[src/rtl/mip_pkg.sv]
`default_nettype none
// ----------------------------------------------------------------------------
// Mobile identity parser package
// Shared payload types, result kinds and sizing constants.
// ----------------------------------------------------------------------------
package mip_pkg;

    localparam int MAX_DIGITS   = 15;
    localparam int DIGIT_CNT_W  = 5;
    localparam int TMSI_W       = 32;
    localparam int TMSI_OCTETS  = 4;
    localparam int QDEPTH       = 2;
    localparam int QPTR_W       = 1;
    localparam int QCNT_W       = 2;

    localparam logic [1:0] KIND_DIGIT = 2'd0;
    localparam logic [1:0] KIND_TMSI  = 2'd1;
    localparam logic [1:0] KIND_NONE  = 2'd2;
    localparam logic [1:0] KIND_ERROR = 2'd3;

    localparam logic [2:0] TYPE_NO_IDENTITY = 3'd0;
    localparam logic [2:0] TYPE_TMSI        = 3'd4;

    typedef struct packed {
        logic [7:0] octet;
        logic       last_octet;
    } mip_in_t;

    typedef struct packed {
        logic [1:0]        kind;
        logic [2:0]        identity_type;
        logic [3:0]        digit;
        logic [TMSI_W-1:0] tmsi;
        logic              end_of_identity;
    } mip_out_t;

    // One queued command: a first result and an optional second digit.
    typedef struct packed {
        mip_out_t   first;
        logic       two;
        logic [3:0] digit2;
        logic       end2;
    } mip_cmd_t;

endpackage : mip_pkg
`default_nettype wire

[src/rtl/mip_front.sv]
`default_nettype none
// ----------------------------------------------------------------------------
// Mobile identity parser front end
// Accepts octets, tracks the element phase and issues result commands.
// ----------------------------------------------------------------------------
module mip_front (
    input  wire logic              aclk,
    input  wire logic              aresetn,
    input  wire logic              s_valid,
    output logic                   s_ready,
    input  wire mip_pkg::mip_in_t  s_data,
    output logic                   cmd_valid,
    input  wire logic              cmd_ready,
    output mip_pkg::mip_cmd_t      cmd_data
);
    import mip_pkg::*;

    typedef enum logic [3:0] {
        PH_FIRST  = 4'b0001,
        PH_DIGITS = 4'b0010,
        PH_TMSI   = 4'b0100,
        PH_SKIP   = 4'b1000
    } phase_t;

    phase_t                 phase_reg, phase_next;
    logic [2:0]             type_reg, type_next;
    logic                   odd_reg, odd_next;
    logic [TMSI_W-1:0]      tmsi_reg, tmsi_next;
    logic [2:0]             octets_reg, octets_next;
    logic [DIGIT_CNT_W-1:0] digits_reg, digits_next;

    logic                   take;
    logic                   emit;
    mip_cmd_t               cmd;
    logic [3:0]             lo, hi;
    logic                   last;
    logic                   drop;
    logic [DIGIT_CNT_W:0]   digit_sum;

    assign s_ready   = cmd_ready;
    assign take      = s_valid && s_ready;
    assign cmd_valid = take && emit;
    assign cmd_data  = cmd;

    assign lo   = s_data.octet[3:0];
    assign hi   = s_data.octet[7:4];
    assign last = s_data.last_octet;
    assign drop = last && !odd_reg;
    assign digit_sum = {1'b0, digits_reg} + (drop ? (DIGIT_CNT_W+1)'(1) : (DIGIT_CNT_W+1)'(2));

    always_comb begin
        phase_next  = phase_reg;
        type_next   = type_reg;
        odd_next    = odd_reg;
        tmsi_next   = tmsi_reg;
        octets_next = octets_reg;
        digits_next = digits_reg;
        emit        = 1'b0;
        cmd         = '0;
        case (phase_reg)
            PH_FIRST: begin
                type_next   = s_data.octet[2:0];
                odd_next    = s_data.octet[3];
                tmsi_next   = '0;
                octets_next = '0;
                digits_next = '0;
                emit        = 1'b1;
                cmd.first.end_of_identity = 1'b1;
                if (s_data.octet[2:0] == TYPE_NO_IDENTITY) begin
                    cmd.first.kind = KIND_NONE;
                    phase_next     = last ? PH_FIRST : PH_SKIP;
                end else if (s_data.octet[2:0] == TYPE_TMSI) begin
                    cmd.first.kind = KIND_ERROR;
                    emit           = last;
                    phase_next     = last ? PH_FIRST : PH_TMSI;
                end else if (last && !s_data.octet[3]) begin
                    cmd.first.kind = KIND_NONE;
                    phase_next     = PH_FIRST;
                end else begin
                    digits_next               = DIGIT_CNT_W'(1);
                    cmd.first.kind            = KIND_DIGIT;
                    cmd.first.digit           = hi;
                    cmd.first.end_of_identity = last;
                    phase_next                = last ? PH_FIRST : PH_DIGITS;
                end
            end
            PH_DIGITS: begin
                emit = 1'b1;
                if (digit_sum > (DIGIT_CNT_W+1)'(MAX_DIGITS)) begin
                    cmd.first.kind            = KIND_ERROR;
                    cmd.first.end_of_identity = 1'b1;
                    phase_next                = last ? PH_FIRST : PH_SKIP;
                end else begin
                    digits_next               = digit_sum[DIGIT_CNT_W-1:0];
                    cmd.first.kind            = KIND_DIGIT;
                    cmd.first.digit           = lo;
                    cmd.first.end_of_identity = drop;
                    cmd.two                   = !drop;
                    cmd.digit2                = hi;
                    cmd.end2                  = last;
                    if (last) begin
                        phase_next = PH_FIRST;
                    end
                end
            end
            PH_TMSI: begin
                tmsi_next   = {tmsi_reg[TMSI_W-9:0], s_data.octet};
                octets_next = octets_reg + 3'd1;
                cmd.first.end_of_identity = 1'b1;
                if (octets_next >= 3'(TMSI_OCTETS)) begin
                    emit           = 1'b1;
                    cmd.first.kind = KIND_TMSI;
                    cmd.first.tmsi = tmsi_next;
                    phase_next     = last ? PH_FIRST : PH_SKIP;
                end else if (last) begin
                    emit           = 1'b1;
                    cmd.first.kind = KIND_ERROR;
                    phase_next     = PH_FIRST;
                end
            end
            PH_SKIP: begin
                if (last) begin
                    phase_next = PH_FIRST;
                end
            end
            default: begin
                phase_next = PH_FIRST;
            end
        endcase
        cmd.first.identity_type = type_next;
    end

    always_ff @(posedge aclk) begin
        if (!aresetn) begin
            phase_reg  <= PH_FIRST;
            type_reg   <= '0;
            odd_reg    <= 1'b0;
            tmsi_reg   <= '0;
            octets_reg <= '0;
            digits_reg <= '0;
        end else if (take) begin
            phase_reg  <= phase_next;
            type_reg   <= type_next;
            odd_reg    <= odd_next;
            tmsi_reg   <= tmsi_next;
            octets_reg <= octets_next;
            digits_reg <= digits_next;
        end
    end

endmodule : mip_front
`default_nettype wire

[src/rtl/mip_queue.sv]
`default_nettype none
// ----------------------------------------------------------------------------
// Mobile identity parser command queue
// Short queue that decouples the front end from the result back end.
// ----------------------------------------------------------------------------
module mip_queue (
    input  wire logic               aclk,
    input  wire logic               aresetn,
    input  wire logic               in_valid,
    output logic                    in_ready,
    input  wire mip_pkg::mip_cmd_t  in_data,
    output logic                    out_valid,
    input  wire logic               out_ready,
    output mip_pkg::mip_cmd_t       out_data
);
    import mip_pkg::*;

    mip_cmd_t          mem_reg [QDEPTH];
    logic [QPTR_W-1:0] wr_ptr_reg, rd_ptr_reg;
    logic [QCNT_W-1:0] count_reg, count_next;
    logic              push, pop;

    assign in_ready  = count_reg != QCNT_W'(QDEPTH);
    assign out_valid = count_reg != '0;
    assign out_data  = mem_reg[rd_ptr_reg];
    assign push      = in_valid && in_ready;
    assign pop       = out_valid && out_ready;

    always_comb begin
        count_next = count_reg;
        if (push && !pop) begin
            count_next = count_reg + QCNT_W'(1);
        end else if (pop && !push) begin
            count_next = count_reg - QCNT_W'(1);
        end
    end

    always_ff @(posedge aclk) begin
        if (push) begin
            mem_reg[wr_ptr_reg] <= in_data;
        end
    end

    always_ff @(posedge aclk) begin
        if (!aresetn) begin
            wr_ptr_reg <= '0;
            rd_ptr_reg <= '0;
            count_reg  <= '0;
        end else begin
            count_reg <= count_next;
            if (push) begin
                wr_ptr_reg <= wr_ptr_reg + QPTR_W'(1);
            end
            if (pop) begin
                rd_ptr_reg <= rd_ptr_reg + QPTR_W'(1);
            end
        end
    end

endmodule : mip_queue
`default_nettype wire

[src/rtl/mip_back.sv]
`default_nettype none
// ----------------------------------------------------------------------------
// Mobile identity parser back end
// Expands queued commands into result transactions through an output register.
// ----------------------------------------------------------------------------
module mip_back (
    input  wire logic               aclk,
    input  wire logic               aresetn,
    input  wire logic               cmd_valid,
    output logic                    cmd_ready,
    input  wire mip_pkg::mip_cmd_t  cmd_data,
    output logic                    m_valid,
    input  wire logic               m_ready,
    output mip_pkg::mip_out_t       m_data
);
    import mip_pkg::*;

    logic     m_valid_reg, m_valid_next;
    mip_out_t m_data_reg, m_data_next;
    logic     sel_reg, sel_next;
    logic     load;
    mip_out_t second;

    assign m_valid = m_valid_reg;
    assign m_data  = m_data_reg;
    assign load    = !m_valid_reg || m_ready;

    always_comb begin
        second                 = '0;
        second.kind            = KIND_DIGIT;
        second.identity_type   = cmd_data.first.identity_type;
        second.digit           = cmd_data.digit2;
        second.end_of_identity = cmd_data.end2;
    end

    always_comb begin
        m_valid_next = m_valid_reg;
        m_data_next  = m_data_reg;
        sel_next     = sel_reg;
        cmd_ready    = 1'b0;
        if (load) begin
            m_valid_next = cmd_valid;
            if (cmd_valid) begin
                m_data_next = sel_reg ? second : cmd_data.first;
                // drop the command once its final result is loaded into the output register
                if (sel_reg || !cmd_data.two) begin
                    cmd_ready = 1'b1;
                    sel_next  = 1'b0;
                end else begin
                    sel_next = 1'b1;
                end
            end
        end
    end

    always_ff @(posedge aclk) begin
        m_data_reg <= m_data_next;
    end

    always_ff @(posedge aclk) begin
        if (!aresetn) begin
            m_valid_reg <= 1'b0;
            sel_reg     <= 1'b0;
        end else begin
            m_valid_reg <= m_valid_next;
            sel_reg     <= sel_next;
        end
    end

endmodule : mip_back
`default_nettype wire

[src/rtl/mobile_identity_parser_unit.sv]
`default_nettype none
// ----------------------------------------------------------------------------
// Mobile identity parser unit
// Decodes mobile identity element octets into digit, TMSI or status results.
// ----------------------------------------------------------------------------
// Octets enter on the s_ channel, one transaction each, with last_octet on
// the final one. The front end takes one octet per cycle whenever the
// two-entry command queue has room; it follows the element phase (first
// octet, digits, TMSI, skip to last) and posts one command for every octet
// that yields a result. The back end turns each command into one or two
// result transactions on the m_ channel through a single output register,
// so it issues one result per cycle unless m_ready stalls it: octets giving
// zero or one result sustain one octet per cycle, and a digit octet giving
// two results occupies the output register for both. A result passes through
// the queue and the output register. There are no configuration registers.
// ----------------------------------------------------------------------------
module mobile_identity_parser_unit (
    input  wire logic               aclk,
    input  wire logic               aresetn,
    input  wire logic               s_valid,
    output logic                    s_ready,
    input  wire mip_pkg::mip_in_t   s_data,
    output logic                    m_valid,
    input  wire logic               m_ready,
    output mip_pkg::mip_out_t       m_data
);
    import mip_pkg::*;

    logic     fq_valid, fq_ready;
    mip_cmd_t fq_data;
    logic     qb_valid, qb_ready;
    mip_cmd_t qb_data;

    // Classify octets and advance the phase.
    mip_front u_front (
        .aclk      (aclk),
        .aresetn   (aresetn),
        .s_valid   (s_valid),
        .s_ready   (s_ready),
        .s_data    (s_data),
        .cmd_valid (fq_valid),
        .cmd_ready (fq_ready),
        .cmd_data  (fq_data)
    );

    // Hold commands so that each side stalls on its own.
    mip_queue u_queue (
        .aclk      (aclk),
        .aresetn   (aresetn),
        .in_valid  (fq_valid),
        .in_ready  (fq_ready),
        .in_data   (fq_data),
        .out_valid (qb_valid),
        .out_ready (qb_ready),
        .out_data  (qb_data)
    );

    // Issue results, one transaction per cycle unless m_ready stalls the output.
    mip_back u_back (
        .aclk      (aclk),
        .aresetn   (aresetn),
        .cmd_valid (qb_valid),
        .cmd_ready (qb_ready),
        .cmd_data  (qb_data),
        .m_valid   (m_valid),
        .m_ready   (m_ready),
        .m_data    (m_data)
    );

endmodule : mobile_identity_parser_unit
`default_nettype wire
[config.mk]
export PLATFORM = sky130hd
export DESIGN_NAME = mobile_identity_parser_unit
export DESIGN_NICKNAME = d
export VERILOG_FILES = /design/src/rtl/mip_pkg.sv /design/src/rtl/mip_front.sv /design/src/rtl/mip_queue.sv /design/src/rtl/mip_back.sv /design/src/rtl/mobile_identity_parser_unit.sv
export SDC_FILE = /design/constraint.sdc
export NUM_CORES = 1
export LEC_CHECK = 0
export ABC_CLOCK_PERIOD_IN_PS = 5700
export BUFFER_PORTS_ARGS = -buffer_cell sky130_fd_sc_hd__buf_2
export CELL_PAD_IN_SITES_DETAIL_PLACEMENT = 1
export CELL_PAD_IN_SITES_GLOBAL_PLACEMENT = 1
export CORE_ASPECT_RATIO = 0.7
export CORE_MARGIN = 2
export CORE_UTILIZATION = 49
export CTS_CLUSTER_SIZE = 28
export DETAILED_ROUTE_END_ITERATION = 10
export PLACE_DENSITY = 0.83
export SKIP_LAST_GASP = 1
export SLEW_MARGIN = 20
export SYNTH_ARGS = -nofsm -noshare
export SYNTH_HDL_FRONTEND = slang
export SYNTH_SLANG_ARGS = --single-unit
[constraint.sdc]
create_clock -name aclk -period 5.7 [get_ports aclk]
set_clock_uncertainty 0.1 [all_clocks]
set_input_delay 0.57 -clock aclk [delete_from_list [all_inputs] [get_ports aclk]]
set_output_delay 0.57 -clock aclk [all_outputs]
set_load 0.03 [all_outputs]
==> results.py <==
metrics = {
    "run_status": {
        "status": "completed",
    },
    "synthesis": {
        "yosys_most_used_dff": "edfxtp_1",
        "ys_seq_area_share_pct": 69.7,
        "syn-instance-count": 526,
        "synth-adder-area-share_pct": 0.789,
        "postSynthAreaPerCell_um2": 13.9,
        "syn-cell-area_mm2": 0.00729,
        "synth_compound_area_share_pct": 6.61,
        "muxShareOfSynthArea_pct": 7.65,
        "synth_top_family_by_area": "simple AND/OR/NAND/NOR gates",
        "synth.net_count": 543,
        "synthArstFlopShare_pct": 0,
        "synth.ff_latch_count": 185,
        "synth_simple_gate_area_share_pct": 12.4,
        "yosys.area_share.xor_xnor_pct": 0.601,
        "ys_types": 51,
        "synth_enable_flop_cells": 138,
        "yosysWarnings": 0,
    },
    "worst_hold_path": {
        "worstHoldPathType": "in2reg",
        "min_to": "u_front.tmsi_reg[6]$_SDFFE_PN0P_",
        "worstHoldPathCells": 3,
        "min_from": "s_data[7]",
    },
    "clock_tree": {
        "cts_tree": "yes",
        "cts_root_buffer": "clkbuf_16",
        "cts-hold-fix-buffers": 0,
        "cts-resized-gates": 0,
        "h-tree-depth": 4,
        "clock_sinks": 185,
        "numCtsBuffers": 17,
        "clk_path_buf_depth": 2,
        "clk_pin_slew_ps": 70,
        "post-cts-setup-buffers": 0,
        "clkLatencyLatePin_ps": 440,
    },
    "floorplan": {
        "fp.dieW_um": 150,
        "initial_utilization_pct": 49.8,
        "num_io_pins": 57,
        "coreArea_mm2": 0.0146,
        "dieArea_mm2": 0.0159,
        "row_count": 37,
        "fp.dieH_um": 106,
    },
    "timing": {
        "relSlewSlack_pct": 47.0,
        "fmax_mhz": 290,
        "timing.hold.ws_ps": 359,
        "tightest_slew_ps": 795,
        "finalHoldViolCount": 0,
        "slew_viol_final": 0,
        "period_minus_slack_ps": 3450,
        "fin_tns_setup_ps": 0,
        "fin_crit_sh_pct": 60.6,
        "setup_violations": 0,
        "rsz0062_at_grt": "false",
    },
    "placement": {
        "hpwl_mm": 10.3,
        "dpl.cell_count": 753,
        "gp_congestion": 0.830,
        "io_buffers": 56,
    },
    "cells_and_area": {
        "fin_nets": 594,
        "layout_common_cells": "edfxtp_1, nor2_1, buf_2",
        "fillers": 1474,
        "layoutNonFillerInstCount": 785,
        "final_core_util_pct": 57.0,
        "largest_reg_flops": 96,
        "drive_above_1_share_pct": 19.8,
        "antenna_cells": 0,
        "areaGrowthSynthToFinish_pct": 14.4,
        "final_common_cell": "edfxtp_1",
    },
    "route": {
        "wire_per_inst_um": 20.8,
        "drt_iter0_drc": 247,
        "firstDrtPassIters": 5,
        "drc": 0,
        "routed_via_density": 5.61,
        "wirelength_mm": 16.4,
        "ant_nets": 0,
        "num_vias": 4406,
    },
    "global_routing": {
        "grt_pass1_vias": 4557,
        "grt_pass1_wl_mm": 25.6,
        "grt_max_degree": 49,
        "overflow": 0,
        "grt_use_total_pct": 21.8,
        "antenna_found_initial": 0,
    },
    "worst_setup_path": {
        "path_class": "reg2reg",
        "required_ps": 5680,
        "r2r_start": "u_front.phase_reg[1]$_SDFFE_PN0P_",
        "rrSetupSlack_ps": 2250,
        "start_kind": "register",
        "worst_r2r_endpoint": "u_queue.mem_reg[0][46]$_DFFE_PP_",
        "critPathArrivalTime_ps": 3440,
        "rr_worst_depth": 5,
        "crit_path_end_kind": "register",
        "worst-path-max-fanout": 27,
    },
    "power": {
        "peakVddDrop_mv": 0.371,
        "power.density_mw_per_mm2": 504,
        "p_leak_nw": 3.14,
    },
    "flow_run": {
        "drv_cap": 0,
    },
}
## where the power goes
group	switching (mW)	internal, mW	leakage, nW
logic	0.804	0.322	1.15
registers	0.0872	1.84	1.70
clock network	0.512	0.643	0.292
total	1.40	2.81	3.14
## critical path, stage by stage (launching register included)
cell	delay (ps)
dfxtp_1	710
nor4b_1	700
a21oi_1	140
a21oi_2	290
nor2b_4	660
buf_4	490
## cells in the mapped netlist, drive strengths merged, types with 5 or more instances
master,instances,area share (%)
nor3,6,0.41
nor2,82,4.2
a22o,5,0.60
clkbuf,23,1.2
a21oi,10,0.74
and3,33,2.8
nand2,25,1.4
mux2i,40,5.5
nand3,5,0.58
edfxtp,138,57
inv,5,0.26
mux4,5,1.5
a22oi,25,2.6
and2,6,0.51
o21ai,12,0.82
buf,10,0.79
dfxtp,47,13
## per-stage QoR
step                      power [mW]  area [um^2]  worst slack [ps]
after floorplan                 2.76         7290              1550
after global placement          3.03         7750              2310
after detailed placement        3.10         7760              2100
after CTS                       4.25         8340              2260
after global routing            4.40         8340              1930
final                           4.21         8340              2250
## cells by family after synthesis
| group | Yosys count |
|---|---|
| DFF | 185 |
| and+or+nand+nor | 178 |
| AOI/OAI and AO/OA | 67 |
| muxes | 49 |
| buffers and inverters | 38 |
| xor gates and xnor gates | 5 |
| adders and majority gates | 4 |
## routing by layer
metal / GRT usage [%] / up-vias / wire length, um
li1: - / 2060 / -
met2: 35.1 / 114 / 8260
met1: 29.0 / 2222 / 7140
met4: 7.61 / 0 / 138
met3: 5.41 / 10 / 817
met5: 0 / - / 0
## worst max path at each step
stage / start / depth (start not counted) / endpoint
detailed placement: s_data[0] / 9 / u_queue.mem_reg[1][4]$_DFFE_PP_
finish: u_front.phase_reg[1]$_SDFFE_PN0P_ / 5 / u_queue.mem_reg[0][46]$_DFFE_PP_
floorplan: m_ready / 6 / u_queue.count_reg[1]$_SDFFE_PN0P_
global placement: s_data[0] / 9 / u_queue.mem_reg[0][41]$_DFFE_PP_
CTS: u_front.phase_reg[1]$_SDFFE_PN0P_ / 5 / u_queue.mem_reg[0][36]$_DFFE_PP_
global route: u_front.phase_reg[1]$_SDFFE_PN0P_ / 5 / u_queue.mem_reg[0][46]$_DFFE_PP_
## layout make-up
cell class                 instances  area [um^2]  area share [%]
sequential                       185         5090            61.0
multi-input combinational        303         2060            24.7
clock buffer                      23          510            6.12
timing repair buffer              65          348            4.17
tap                              195          244            2.92
clock inverter                     9         72.6           0.870
inverter                           5         18.8           0.225
Note: power is estimated with default switching activity, not from simulation.
